**src/rldac_pkg.sv**
```systemverilog
`timescale 1ns / 1ps
package rldac_pkg;

	localparam int DEFAULT_LADDER_BITS = 8;
	localparam int NUM_WEIGHTS = 8;
	localparam int WIDX_W = 3;
	localparam int VOLT_W = 24;
	localparam int CODE_W = 8;
	localparam int FRAC_W = 16;
	localparam int CFG_IDX_W = 4;
	localparam int CFG_DATA_W = 48;

	typedef logic signed [VOLT_W-1:0] volt_t;

	typedef enum logic [CFG_IDX_W-1:0] {
		REG_BIAS      = 4'd0,
		REG_W01       = 4'd1,
		REG_W23       = 4'd2,
		REG_W45       = 4'd3,
		REG_W67       = 4'd4,
		REG_FILT_EN   = 4'd5,
		REG_FILT_COEF = 4'd6,
		REG_SNAP_THR  = 4'd7
	} reg_idx_t;

	typedef struct packed {
		volt_t                          bias;
		logic [NUM_WEIGHTS-1:0][VOLT_W-1:0] weight;
		logic                           filt_en;
		logic [15:0]                    filt_coef;
		logic [15:0]                    snap_thr;
	} cfg_t;

	typedef enum logic [2:0] {
		ST_IDLE,
		ST_ACC,
		ST_LEVEL,
		ST_MUL1,
		ST_INTERP,
		ST_DIFF,
		ST_MUL2,
		ST_FINAL
	} state_t;

	typedef struct packed {
		logic load;
		logic acc_en;
		logic level_en;
		logic mul1_en;
		logic interp_en;
		logic diff_en;
		logic mul2_en;
		logic final_en;
	} cmd_t;

	typedef struct packed {
		logic acc_last;
	} stat_t;

endpackage

```
**src/rldac_cfg.sv**
```systemverilog
`timescale 1ns / 1ps
module rldac_cfg
	import rldac_pkg::*;
(
	input  logic                  clk,
	input  logic                  arst_n,
	input  logic                  cfg_we,
	input  logic [CFG_IDX_W-1:0]  cfg_index,
	input  logic [CFG_DATA_W-1:0] cfg_wdata,
	output cfg_t                  cfg
);

	cfg_t cfg_q;

	always_ff @(posedge clk or negedge arst_n) begin
		if (!arst_n) begin
			cfg_q.bias      <= '0;
			cfg_q.weight    <= '0;
			cfg_q.filt_en   <= 1'b0;
			cfg_q.filt_coef <= '0;
			cfg_q.snap_thr  <= 16'd1;
		end else if (cfg_we) begin
			unique case (cfg_index)
				REG_BIAS:      cfg_q.bias <= cfg_wdata[VOLT_W-1:0];
				REG_W01: begin
					cfg_q.weight[0] <= cfg_wdata[VOLT_W-1:0];
					cfg_q.weight[1] <= cfg_wdata[2*VOLT_W-1:VOLT_W];
				end
				REG_W23: begin
					cfg_q.weight[2] <= cfg_wdata[VOLT_W-1:0];
					cfg_q.weight[3] <= cfg_wdata[2*VOLT_W-1:VOLT_W];
				end
				REG_W45: begin
					cfg_q.weight[4] <= cfg_wdata[VOLT_W-1:0];
					cfg_q.weight[5] <= cfg_wdata[2*VOLT_W-1:VOLT_W];
				end
				REG_W67: begin
					cfg_q.weight[6] <= cfg_wdata[VOLT_W-1:0];
					cfg_q.weight[7] <= cfg_wdata[2*VOLT_W-1:VOLT_W];
				end
				REG_FILT_EN:   cfg_q.filt_en <= cfg_wdata[0];
				REG_FILT_COEF: cfg_q.filt_coef <= cfg_wdata[15:0];
				REG_SNAP_THR:  cfg_q.snap_thr <= cfg_wdata[15:0];
				default: ;
			endcase
		end
	end

	assign cfg = cfg_q;

endmodule

```
**src/rldac_ctrl.sv**
```systemverilog
`timescale 1ns / 1ps
module rldac_ctrl
	import rldac_pkg::*;
(
	input  logic  clk,
	input  logic  arst_n,
	input  logic  in_valid,
	output logic  in_ready,
	output logic  out_valid,
	input  logic  out_ready,
	input  stat_t stat,
	output cmd_t  cmd
);

	state_t state_q, state_d;
	logic   out_valid_q;
	logic   out_free;

	// The result register may be refilled once its beat is gone or leaves now.
	assign out_free = !out_valid_q || out_ready;

	always_comb begin
		state_d = state_q;
		unique case (state_q)
			ST_IDLE:   if (in_valid) state_d = ST_ACC;
			ST_ACC:    if (stat.acc_last) state_d = ST_LEVEL;
			ST_LEVEL:  state_d = ST_MUL1;
			ST_MUL1:   state_d = ST_INTERP;
			ST_INTERP: state_d = ST_DIFF;
			ST_DIFF:   state_d = ST_MUL2;
			ST_MUL2:   state_d = ST_FINAL;
			ST_FINAL:  if (out_free) state_d = ST_IDLE;
			default:   state_d = ST_IDLE;
		endcase
	end

	always_comb begin
		cmd      = '0;
		in_ready = 1'b0;
		unique case (state_q)
			ST_IDLE: begin
				in_ready = 1'b1;
				cmd.load = in_valid;
			end
			ST_ACC:    cmd.acc_en = 1'b1;
			ST_LEVEL:  cmd.level_en = 1'b1;
			ST_MUL1:   cmd.mul1_en = 1'b1;
			ST_INTERP: cmd.interp_en = 1'b1;
			ST_DIFF:   cmd.diff_en = 1'b1;
			ST_MUL2:   cmd.mul2_en = 1'b1;
			ST_FINAL:  cmd.final_en = out_free;
			default: ;
		endcase
	end

	always_ff @(posedge clk or negedge arst_n) begin
		if (!arst_n) begin
			state_q     <= ST_IDLE;
			out_valid_q <= 1'b0;
		end else begin
			state_q <= state_d;
			if (cmd.final_en)
				out_valid_q <= 1'b1;
			else if (out_ready)
				out_valid_q <= 1'b0;
		end
	end

	assign out_valid = out_valid_q;

endmodule

```
**src/rldac_dp.sv**
```systemverilog
`timescale 1ns / 1ps
module rldac_dp
	import rldac_pkg::*;
#(
	parameter int LADDER_BITS = DEFAULT_LADDER_BITS
) (
	input  logic              clk,
	input  logic              arst_n,
	input  cfg_t              cfg,
	input  cmd_t              cmd,
	output stat_t             stat,
	input  logic [CODE_W-1:0] code,
	input  logic [FRAC_W-1:0] fraction,
	output volt_t             voltage
);

	localparam int ACC_W = VOLT_W + 4;
	localparam logic [WIDX_W-1:0] LAST_IDX = WIDX_W'(LADDER_BITS - 1);

	function automatic volt_t sat_volt(input logic signed [ACC_W-1:0] v);
		volt_t r;
		if (v > ACC_W'(signed'(24'sh7FFFFF)))
			r = 24'sh7FFFFF;
		else if (v < ACC_W'(signed'(24'sh800000)))
			r = 24'sh800000;
		else
			r = v[VOLT_W-1:0];
		return r;
	endfunction

	logic [CODE_W-1:0]         code_q;
	logic [FRAC_W-1:0]         frac_q;
	logic [WIDX_W-1:0]         idx_q;
	logic signed [ACC_W-1:0]   acc_q;
	volt_t                     prev_level_q;
	volt_t                     last_q;
	logic signed [VOLT_W:0]    diff1_q;
	logic signed [41:0]        p1_q;
	volt_t                     v_q;
	logic signed [VOLT_W:0]    diff2_q;
	logic                      snap_q;
	logic signed [41:0]        p2_q;
	volt_t                     out_level_q;
	volt_t                     voltage_q;

	volt_t                     weight_sel;
	volt_t                     level;
	logic signed [VOLT_W:0]    diff2;
	logic [VOLT_W:0]           mag;
	logic signed [ACC_W-1:0]   filt_sum;
	volt_t                     next_out;

	assign weight_sel = cfg.weight[idx_q];
	assign level      = sat_volt(acc_q);
	assign diff2      = {v_q[VOLT_W-1], v_q} - {out_level_q[VOLT_W-1], out_level_q};
	assign mag        = diff2[VOLT_W] ? (VOLT_W+1)'(-diff2) : diff2;
	// The filter step is floor(diff * coef / 2^16), i.e. an arithmetic shift.
	assign filt_sum   = {{4{out_level_q[VOLT_W-1]}}, out_level_q}
	                  + {{2{p2_q[41]}}, p2_q[41:16]};

	always_comb begin
		if (!cfg.filt_en || snap_q)
			next_out = v_q;
		else
			next_out = sat_volt(filt_sum);
	end

	assign stat.acc_last = (idx_q == LAST_IDX);

	always_ff @(posedge clk) begin
		if (cmd.load) begin
			code_q <= code;
			frac_q <= fraction;
			idx_q  <= '0;
			acc_q  <= {{4{cfg.bias[VOLT_W-1]}}, cfg.bias};
		end
		if (cmd.acc_en) begin
			if (code_q[0])
				acc_q <= acc_q + {{4{weight_sel[VOLT_W-1]}}, weight_sel};
			code_q <= code_q >> 1;
			idx_q  <= idx_q + 1'b1;
		end
		if (cmd.level_en) begin
			last_q  <= prev_level_q;
			diff1_q <= {level[VOLT_W-1], level} - {prev_level_q[VOLT_W-1], prev_level_q};
			v_q     <= level;
		end
		if (cmd.mul1_en)
			p1_q <= diff1_q * $signed({1'b0, frac_q});
		// The interpolated value lies between the two levels, so the low bits suffice.
		if (cmd.interp_en && frac_q != '0)
			v_q <= last_q + p1_q[39:16];
		if (cmd.diff_en) begin
			diff2_q <= diff2;
			snap_q  <= mag < {9'd0, cfg.snap_thr};
		end
		if (cmd.mul2_en)
			p2_q <= diff2_q * $signed({1'b0, cfg.filt_coef});
		if (cmd.final_en)
			voltage_q <= next_out;
	end

	always_ff @(posedge clk or negedge arst_n) begin
		if (!arst_n) begin
			prev_level_q <= '0;
			out_level_q  <= '0;
		end else begin
			if (cmd.level_en)
				prev_level_q <= level;
			if (cmd.final_en)
				out_level_q <= next_out;
		end
	end

	assign voltage = voltage_q;

endmodule

```
**src/resistor_ladder_dac_with_rc_filter_unit.sv**
```systemverilog
`timescale 1ns / 1ps
// Resistor ladder DAC level generator with interpolation and a one-pole RC filter.
// Input channel (in_valid/in_ready) carries a ladder code and a timing fraction;
// output channel (out_valid/out_ready) carries one Q8.16 voltage per input beat.
// Configuration is a write-only port (cfg_we, cfg_index, cfg_wdata); the user
// must see that it is used only while no sample is in flight; the block does
// not enforce this. A write is seen by the next sample. The ladder sum adds one
// bit weight per cycle; the two dependent multiplies (interpolation, filter)
// get states of their own. One sample is worked on at a time; in_ready is high
// only between samples, so a new sample is not accepted until the previous one
// has left the last step. The result sits in an output register, so the next
// sample is accepted while the previous beat still waits. If the receiver
// stalls, the block finishes the next sample and then holds in its last step
// until the register is free. Reset clears the previous ladder level, the filter
// state, the controller and the configuration (snap threshold resets to one
// LSB), not the other datapath registers; no output beat is pending after reset.
module resistor_ladder_dac_with_rc_filter_unit
	import rldac_pkg::*;
#(
	parameter int LADDER_BITS = DEFAULT_LADDER_BITS
) (
	input  logic                  clk,
	input  logic                  arst_n,
	input  logic                  cfg_we,
	input  logic [CFG_IDX_W-1:0]  cfg_index,
	input  logic [CFG_DATA_W-1:0] cfg_wdata,
	input  logic                  in_valid,
	output logic                  in_ready,
	input  logic [CODE_W-1:0]     code,
	input  logic [FRAC_W-1:0]     fraction,
	output logic                  out_valid,
	input  logic                  out_ready,
	output volt_t                 voltage
);

	cfg_t  cfg;
	cmd_t  cmd;
	stat_t stat;

	rldac_cfg u_cfg (
		.clk       (clk),
		.arst_n    (arst_n),
		.cfg_we    (cfg_we),
		.cfg_index (cfg_index),
		.cfg_wdata (cfg_wdata),
		.cfg       (cfg)
	);

	rldac_ctrl u_ctrl (
		.clk       (clk),
		.arst_n    (arst_n),
		.in_valid  (in_valid),
		.in_ready  (in_ready),
		.out_valid (out_valid),
		.out_ready (out_ready),
		.stat      (stat),
		.cmd       (cmd)
	);

	rldac_dp #(
		.LADDER_BITS (LADDER_BITS)
	) u_dp (
		.clk      (clk),
		.arst_n   (arst_n),
		.cfg      (cfg),
		.cmd      (cmd),
		.stat     (stat),
		.code     (code),
		.fraction (fraction),
		.voltage  (voltage)
	);

`ifndef SYNTHESIS
	// Only one sample is in flight.
	a_one_in_flight: assert property (@(posedge clk) disable iff (!arst_n)
		(in_valid && in_ready) |=> !in_ready)
		else $error("input accepted while a sample was in flight");

	// A waiting result is never overwritten.
	a_no_overwrite: assert property (@(posedge clk) disable iff (!arst_n)
		cmd.final_en |-> (!out_valid || out_ready))
		else $error("result register written while its beat was pending");

	// A new output beat comes only from the final step.
	a_beat_source: assert property (@(posedge clk) disable iff (!arst_n)
		$rose(out_valid) |-> $past(cmd.final_en))
		else $error("output beat appeared without a final step");
`endif

endmodule

```
**config.mk**
```make
export PLATFORM = sky130hd
export DESIGN_NAME = resistor_ladder_dac_with_rc_filter_unit
export DESIGN_NICKNAME = d
export VERILOG_FILES = /design/src/rldac_pkg.sv /design/src/rldac_cfg.sv /design/src/rldac_ctrl.sv /design/src/rldac_dp.sv /design/src/resistor_ladder_dac_with_rc_filter_unit.sv
export SDC_FILE = /design/constraint.sdc
export NUM_CORES = 2
export LEC_CHECK = 0
export ABC_AREA = 1
export ABC_CLOCK_PERIOD_IN_PS = 5850
export BUFFER_PORTS_ARGS = -buffer_cell sky130_fd_sc_hd__buf_2
export CORE_MARGIN = 5
export CORE_UTILIZATION = 59
export DETAILED_ROUTE_END_ITERATION = 6
export GPL_TIMING_DRIVEN = 0
export HOLD_SLACK_MARGIN = 0.12
export PLACE_DENSITY_LB_ADDON = 0.3
export SLEW_MARGIN = 10
export SYNTH_ARGS = -nofsm -noshare
export SYNTH_HDL_FRONTEND = slang
export SYNTH_SLANG_ARGS = --single-unit
```
**constraint.sdc**
```tcl
create_clock -name clk -period 5.85 [get_ports clk]
set_input_delay 0.585 -clock clk [delete_from_list [all_inputs] [get_ports clk]]
set_output_delay 0.585 -clock clk [all_outputs]
set_load 0.01 [all_outputs]
```
---- Yosys cells after proc, flatten, opt, wreduce, memory -nomap -nowiden ----
Cells that the tools add are included.
storage, ports and cells
  output and inout port bits .............. 26
  logic and storage cells ................. 114
  input bits .............................. 81
  register bits ........................... 561
cells by class
  reductions and logical operators ........ 20
  muxes and demuxes ....................... 32
  order comparisons ....................... 6
  multiply operators ...................... 2
  equality and inequality tests ........... 18
  add/sub/neg operators ................... 7
operators by type and width
  cell                  count
  $mux 24               8
  $mux 28               3
  $bmux 24 s3           1
  $gt 28x24->1 const B  2
  $lt 28x24->1 const B  2
  $sub 24x24->25        2
  $mul 25x17->42        1
  $mul 25x17->40        1
  $add 28x28->28        1
  $add 24x26->27        1
  $lt 25x16->1          1
  $mux 25               1
  $neg 25->25           1
  $add 24x24->24        1
  $pmux 3 s8            1
  $eq 4x3->1 const B    4
  $reduce_and 2->1      8
  $reduce_bool 16->1    1
  $eq 3x3->1 const B    5
  $mux 3                5
  $mux 7                2
  $mux 1                11
  $eq 4x2->1 const B    2
  $eq 3x2->1 const B    2
  13 further kinds      18

---- Depth between registers and ports, before layout ----
  word-level depth ........................ 5
  gate-level depth with buffers ........... 33
  mapped depth without buffers ............ 31

---- Cells and area by module ----
Synthesis repeated with hierarchy kept, for this count alone.
unflattened totals
  cells, all modules ...................... 7422
  area, all modules ....................... 59084.2 sq um
by module, submodules not included
  module      times used  seq. area each (sq um)  cells an instance  area each (sq um)
  rldac_dp    1           7757.4                  6249               48640.4
  rldac_cfg   1           6232.2                  1126               10097.2
  rldac_ctrl  1           100.1                   47                 346.6

---- Worst setup path before layout ----
OpenSTA, ideal clock, no wires.
  path kind ............................... flip-flop to flip-flop
  start ................................... register u_cfg.cfg_q, in the netlist u_cfg.cfg[19]
  end ..................................... register u_dp.p2_q[39], data pin
  path buffers ............................ 2
  setup slack ............................. -0.177 ns
  setup time .............................. 0.265 ns
  data required time ...................... 5.585 ns
  stages on the path, launching flop included .. 22
  data arrival time ....................... 5.762 ns
  cell sequence ........................... dfrtp_1 > clkbuf_1 > clkbuf_1 > nand2_1 > fa_1 > fa_1 > inv_1 > fa_1 > fa_1 > fa_1 > inv_1 > fa_1 > inv_1 > ha_1 > a21oi_1 > o21ai_0 > a21oi_1 > a21boi_0 > nor2_1 > nor2_1 > o21ai_0 > xor2_1
on the way
  longest elaborated chain between the ends .. 1
ends and longest elaborated chain
  element               line             text
  from (decl)           rldac_cfg.sv:13  cfg_t cfg_q;
  $mul 25x17->42        rldac_dp.sv:98   p2_q <= diff2_q * $signed({1'b0, cfg.filt_coef});
  to (signal assigned)  rldac_dp.sv:98
  to (decl)             rldac_dp.sv:42   logic signed [41:0] p2_q;
Every way passes these cells.
A chain may end at the register's enable or synchronous reset.

---- Worst setup path in the final report ----
  start ................................... register u_dp.diff2_q[12]
  end ..................................... register u_dp.p2_q[39], data pin
on the way
  longest elaborated chain between the ends .. 1
ends and longest elaborated chain
  element                 line            text
  from (decl)             rldac_dp.sv:40  logic signed [VOLT_W:0] diff2_q;
  from (signal assigned)  rldac_dp.sv:94  diff2_q <= diff2;
  $mul 25x17->42          rldac_dp.sv:98
Every way passes these cells.

==> metrics.md <==
| Metric | Value |
|---|---|
| Layout cells sized above 1 | around 14% |
| Number of synthesized flops with an enable pin | between 150 and 200 |
| Final hold slack | 158 ps |
| Final std cells w/o fill | a little under 9000 |
| Post-detail-place hpwl | 141 mm |
| First-pass GRT wire length | between 200 and 300 mm |
| Slew Limit Fails | 0 |
| Hold crit path type | primary input to flip-flop |
| Worst Path Required | 6330 ps |
| FFs w/ async S/R, synth | 56.9% |
| Die Y | 322 um |
| Per-cell routed wire length | 20.9 um |
| Synth Area per Inst | 8.06 um^2 |
| Core footprint | 96900 um^2 |
| Dpl cells | 8535 |
| Fill cells | 7626 |
| Fin. Hold Viols | 0 |
| Synth cell count leaders | 1688 x nand2_1, 1606 x inv_1, 771 x fa_1 |
| Status | finished, violations left |
| Pin count of the biggest net entering global routing | 91 |
| CP Cell Sequence | clkbuf_8 -> buf_6 -> nand2_1 -> fa_1 -> inv_1 -> fa_1 -> fa_1 -> fa_1 -> fa_1 -> inv_1 -> fa_1 -> inv_1 -> ha_4 -> nand2_2 -> nor2_4 -> nand2_4 -> nor4_4 -> nand2_2 -> nand3_4 -> a21boi_4 -> nor2_2 -> nor2_2 -> o21ai_2 -> xor2_2 |
| Final period util | 106% |
| Post-synthesis cell type count | 59 |
| Most common cell in the netlist | nand2_1 |
| Cell family with most CP delay | adder cells |
| Total congestion overflow | 0 |
| Num rows | 114 |
| Least-Margin Pin Slew | 1120 ps |
| Post-route ant nets | 0 |
| CTS root buf | clkbuf_16 |
| Flip-flop and latch count after synthesis | 529 |
| Syn nets | about 8300 |
| CTS tree | done |
| Setup TNS | -4450 ps |
| GP Congestion | 0.998 |
| Relative slew margins | around 25% |
| Initial DRC count | between 5000 and 6000 |
| Worst path max stage delay | 540 ps |
| Post-synthesis sequential area ratio | roughly a quarter |
| Worst Setup Slack, final | -367 ps |
| Synthesized area | approximately 58000 um^2 |
| Vias per inst | 5.67 |
| Clock slew at reported path FFs | 70 ps |
| Port Buffers | 106 |
| Post-synthesis cell count | 7147 |
| Crit path max fanout | 4 |
| Area growth syn-to-layout | 16.4% |
| GR Util All Layers | between 30% and 40% |
| Starting Density | 59.5% |
| Critical Path Slowest Stage Cell | edfxtp_1 |
| Final wirelength | approximately 190 mm |
| Final net count | 8731 |
| Min Tclk post-route | about 6200 ps |
| Yosys top cell by area | fa_1 |
| Detailed-route via count | about 50000 |
| Top Ports | 107 |
| Worst path buffer plus inverter count | 5 |
| CTS max path bufs | 3 |
| Initial antenna violation count | 3 |
| Num CTS Buffers | 59 |
| Setup repair after global routing missed its margin | yes |
| Final setup skew | 83.9 ps |
| Max Cap Viol | 0 |
| Worst-Skew Late Latency | 710 ps |
| Die width | 322 um |
| Full die area | just over 100000 um^2 |
| 1st-pass router iterations | 7 |
| Synth warnings | 0 |
| Crit Path Class | flip-flop to flip-flop |
| Failing checks | design-rule violations, negative setup slack |
| Achievable Freq | between 0.15 and 0.2 GHz |
| Most used cell, CP | fa_1 |
| Area contributors post-synth | fa_1 27%, dfrtp_1 13%, nand2_1 11% |
| Worst Setup Start Kind | flip-flop |
| Top cell type's share of synthesized area | 26.8% |
| Crit. End Element | flip-flop |
| Vias in the first global route | 50400 |
| Endpoints failing setup | 26 |
| Clock sinks | 529 |
| Clock H-tree levels | 2 |
| Drt drc | 8 |
| Main synth FF type | dfrtp_1 |
| Critical Path AT | 6700 ps |
[per-stage QoR]
stage          instance area [um^2]  worst slack, ps  util (%)
2_1_floorplan                 57600             5.17         -
3_3_place_gp                  59700            -2030      61.7
3_5_place_dp                  59900            -2130      61.9
4_1_cts                       65600             -234      67.7
5_1_grt                       67000             -498      69.2
6_report                      67000             -367      69.2
[area by class of cell]
| class | count | area (um^2) | area share (%) |
|---|---|---|---|
| clock inverter | 31 | 420 | 0.627 |
| sequential | 529 | 14100 | 21.0 |
| clock buffer | 80 | 1690 | 2.52 |
| tap | 1276 | 1600 | 2.38 |
| multi-input combinational | 4677 | 38200 | 56.9 |
| timing repair buffer | 407 | 3220 | 4.81 |
| inverter | 1621 | 6100 | 9.09 |
| buffer | 245 | 1740 | 2.59 |
| antenna | 1 | 2.50 | 0.00373 |
[sequential cells by signal, indices dropped and copies added (netlist names), 25 cells and up]
register	flops
u_dp.diff1_q	25
u_dp.p2_q	26
u_cfg.cfg	249
u_dp.diff2_q	25
u_dp.acc_q	28
[what timing repair did]
| item | CTS | global route |
|---|---|---|
| endpoints found under the hold margin | 80 | 0 |
| gates cloned | 2 | 0 |
| setup endpoints to repair | 50 | 43 |
| pin swaps | 122 | 135 |
| buffers inserted | 205 | 73 |
| resized for setup | 553 | 286 |
| hold buffers | 22 | 0 |
[worst register-to-register path, delay by kind of cell, from the launching register on]
kind / cells / cell delay (ps)
AOI/OAI and AO/OA: 2 / 270
adders and majority gates: 7 / 3280
DFF: 1 / 540
xor gates and xnor gates: 1 / 270
and+or+nand+nor: 9 / 1160
buffers and inverters: 5 / 500
[final timing paths]
| path | startpoint | to | slack (ps) | cells after the start |
|---|---|---|---|---|
| max | u_dp.diff2_q[12] | u_dp.p2_q[39] | -370 | 24 |
| max reg2reg | u_dp.diff2_q[12] | u_dp.p2_q[39] | -370 | 24 |
| min reg2reg | u_dp.prev_level_q[8] | u_dp.last_q[8] | 420 | 0 |
| min | code[1] | u_dp.code_q[1] | 160 | 3 |
| max in group asynchronous | arst_n | u_dp.out_level_q[1] | 4100 | 4 |
| min in group asynchronous | arst_n | u_cfg.cfg[219] | 390 | 2 |
[cells by family (layout without fill, tap and decap cells)]
| logic type | after synthesis | after routing | share of synthesized area [%] |
|---|---|---|---|
| compound gates | 994 | 994 | 9.31 |
| fa+ha+maj | 1110 | 1110 | 34.2 |
| simple gates | 2413 | 2413 | 16.9 |
| buf+inv | 1941 | 2384 | 12.7 |
| flops | 529 | 529 | 24.5 |
| other cells | 0 | 1 | 0 |
| xor+xnor | 160 | 160 | 2.46 |
[per-layer routing]
layer	vias to the layer above	share of wire [%]	GRT usage, %
met5	-	0.023	0
met4	2	5.5	15.3
met3	566	11	9.52
met2	2794	43	52.6
met1	24400	40	49.8
li1	22500	-	-
[placed cells by master, fill, tap and decap left out, types with 30 or more instances in the layout]
cell type | synthesis | routed
buf_6 | 3 | 59
a21oi_1 | 255 | 209
clkbuf_16 | 0 | 64
xor2_1 | 99 | 95
edfxtp_1 | 199 | 199
nand3_1 | 146 | 134
clkbuf_8 | 0 | 41
nand2_1 | 1688 | 1607
dfrtp_1 | 300 | 288
clkbuf_1 | 302 | 126
fa_2 | 0 | 43
buf_2 | 7 | 117
nand2_2 | 19 | 69
ha_1 | 339 | 285
inv_2 | 12 | 59
ha_4 | 0 | 47
o21ai_1 | 23 | 30
a31oi_1 | 37 | 34
nor2_1 | 399 | 374
nand2_4 | 1 | 31
fa_1 | 771 | 728
o21ai_0 | 539 | 517
or2_2 | 33 | 33
buf_4 | 1 | 226
nand4_1 | 44 | 44
xnor2_1 | 59 | 58
inv_1 | 1606 | 1555
Power is not shown: default switching activity piles up to over one toggle a cycle in this logic, so the estimate is an artifact.
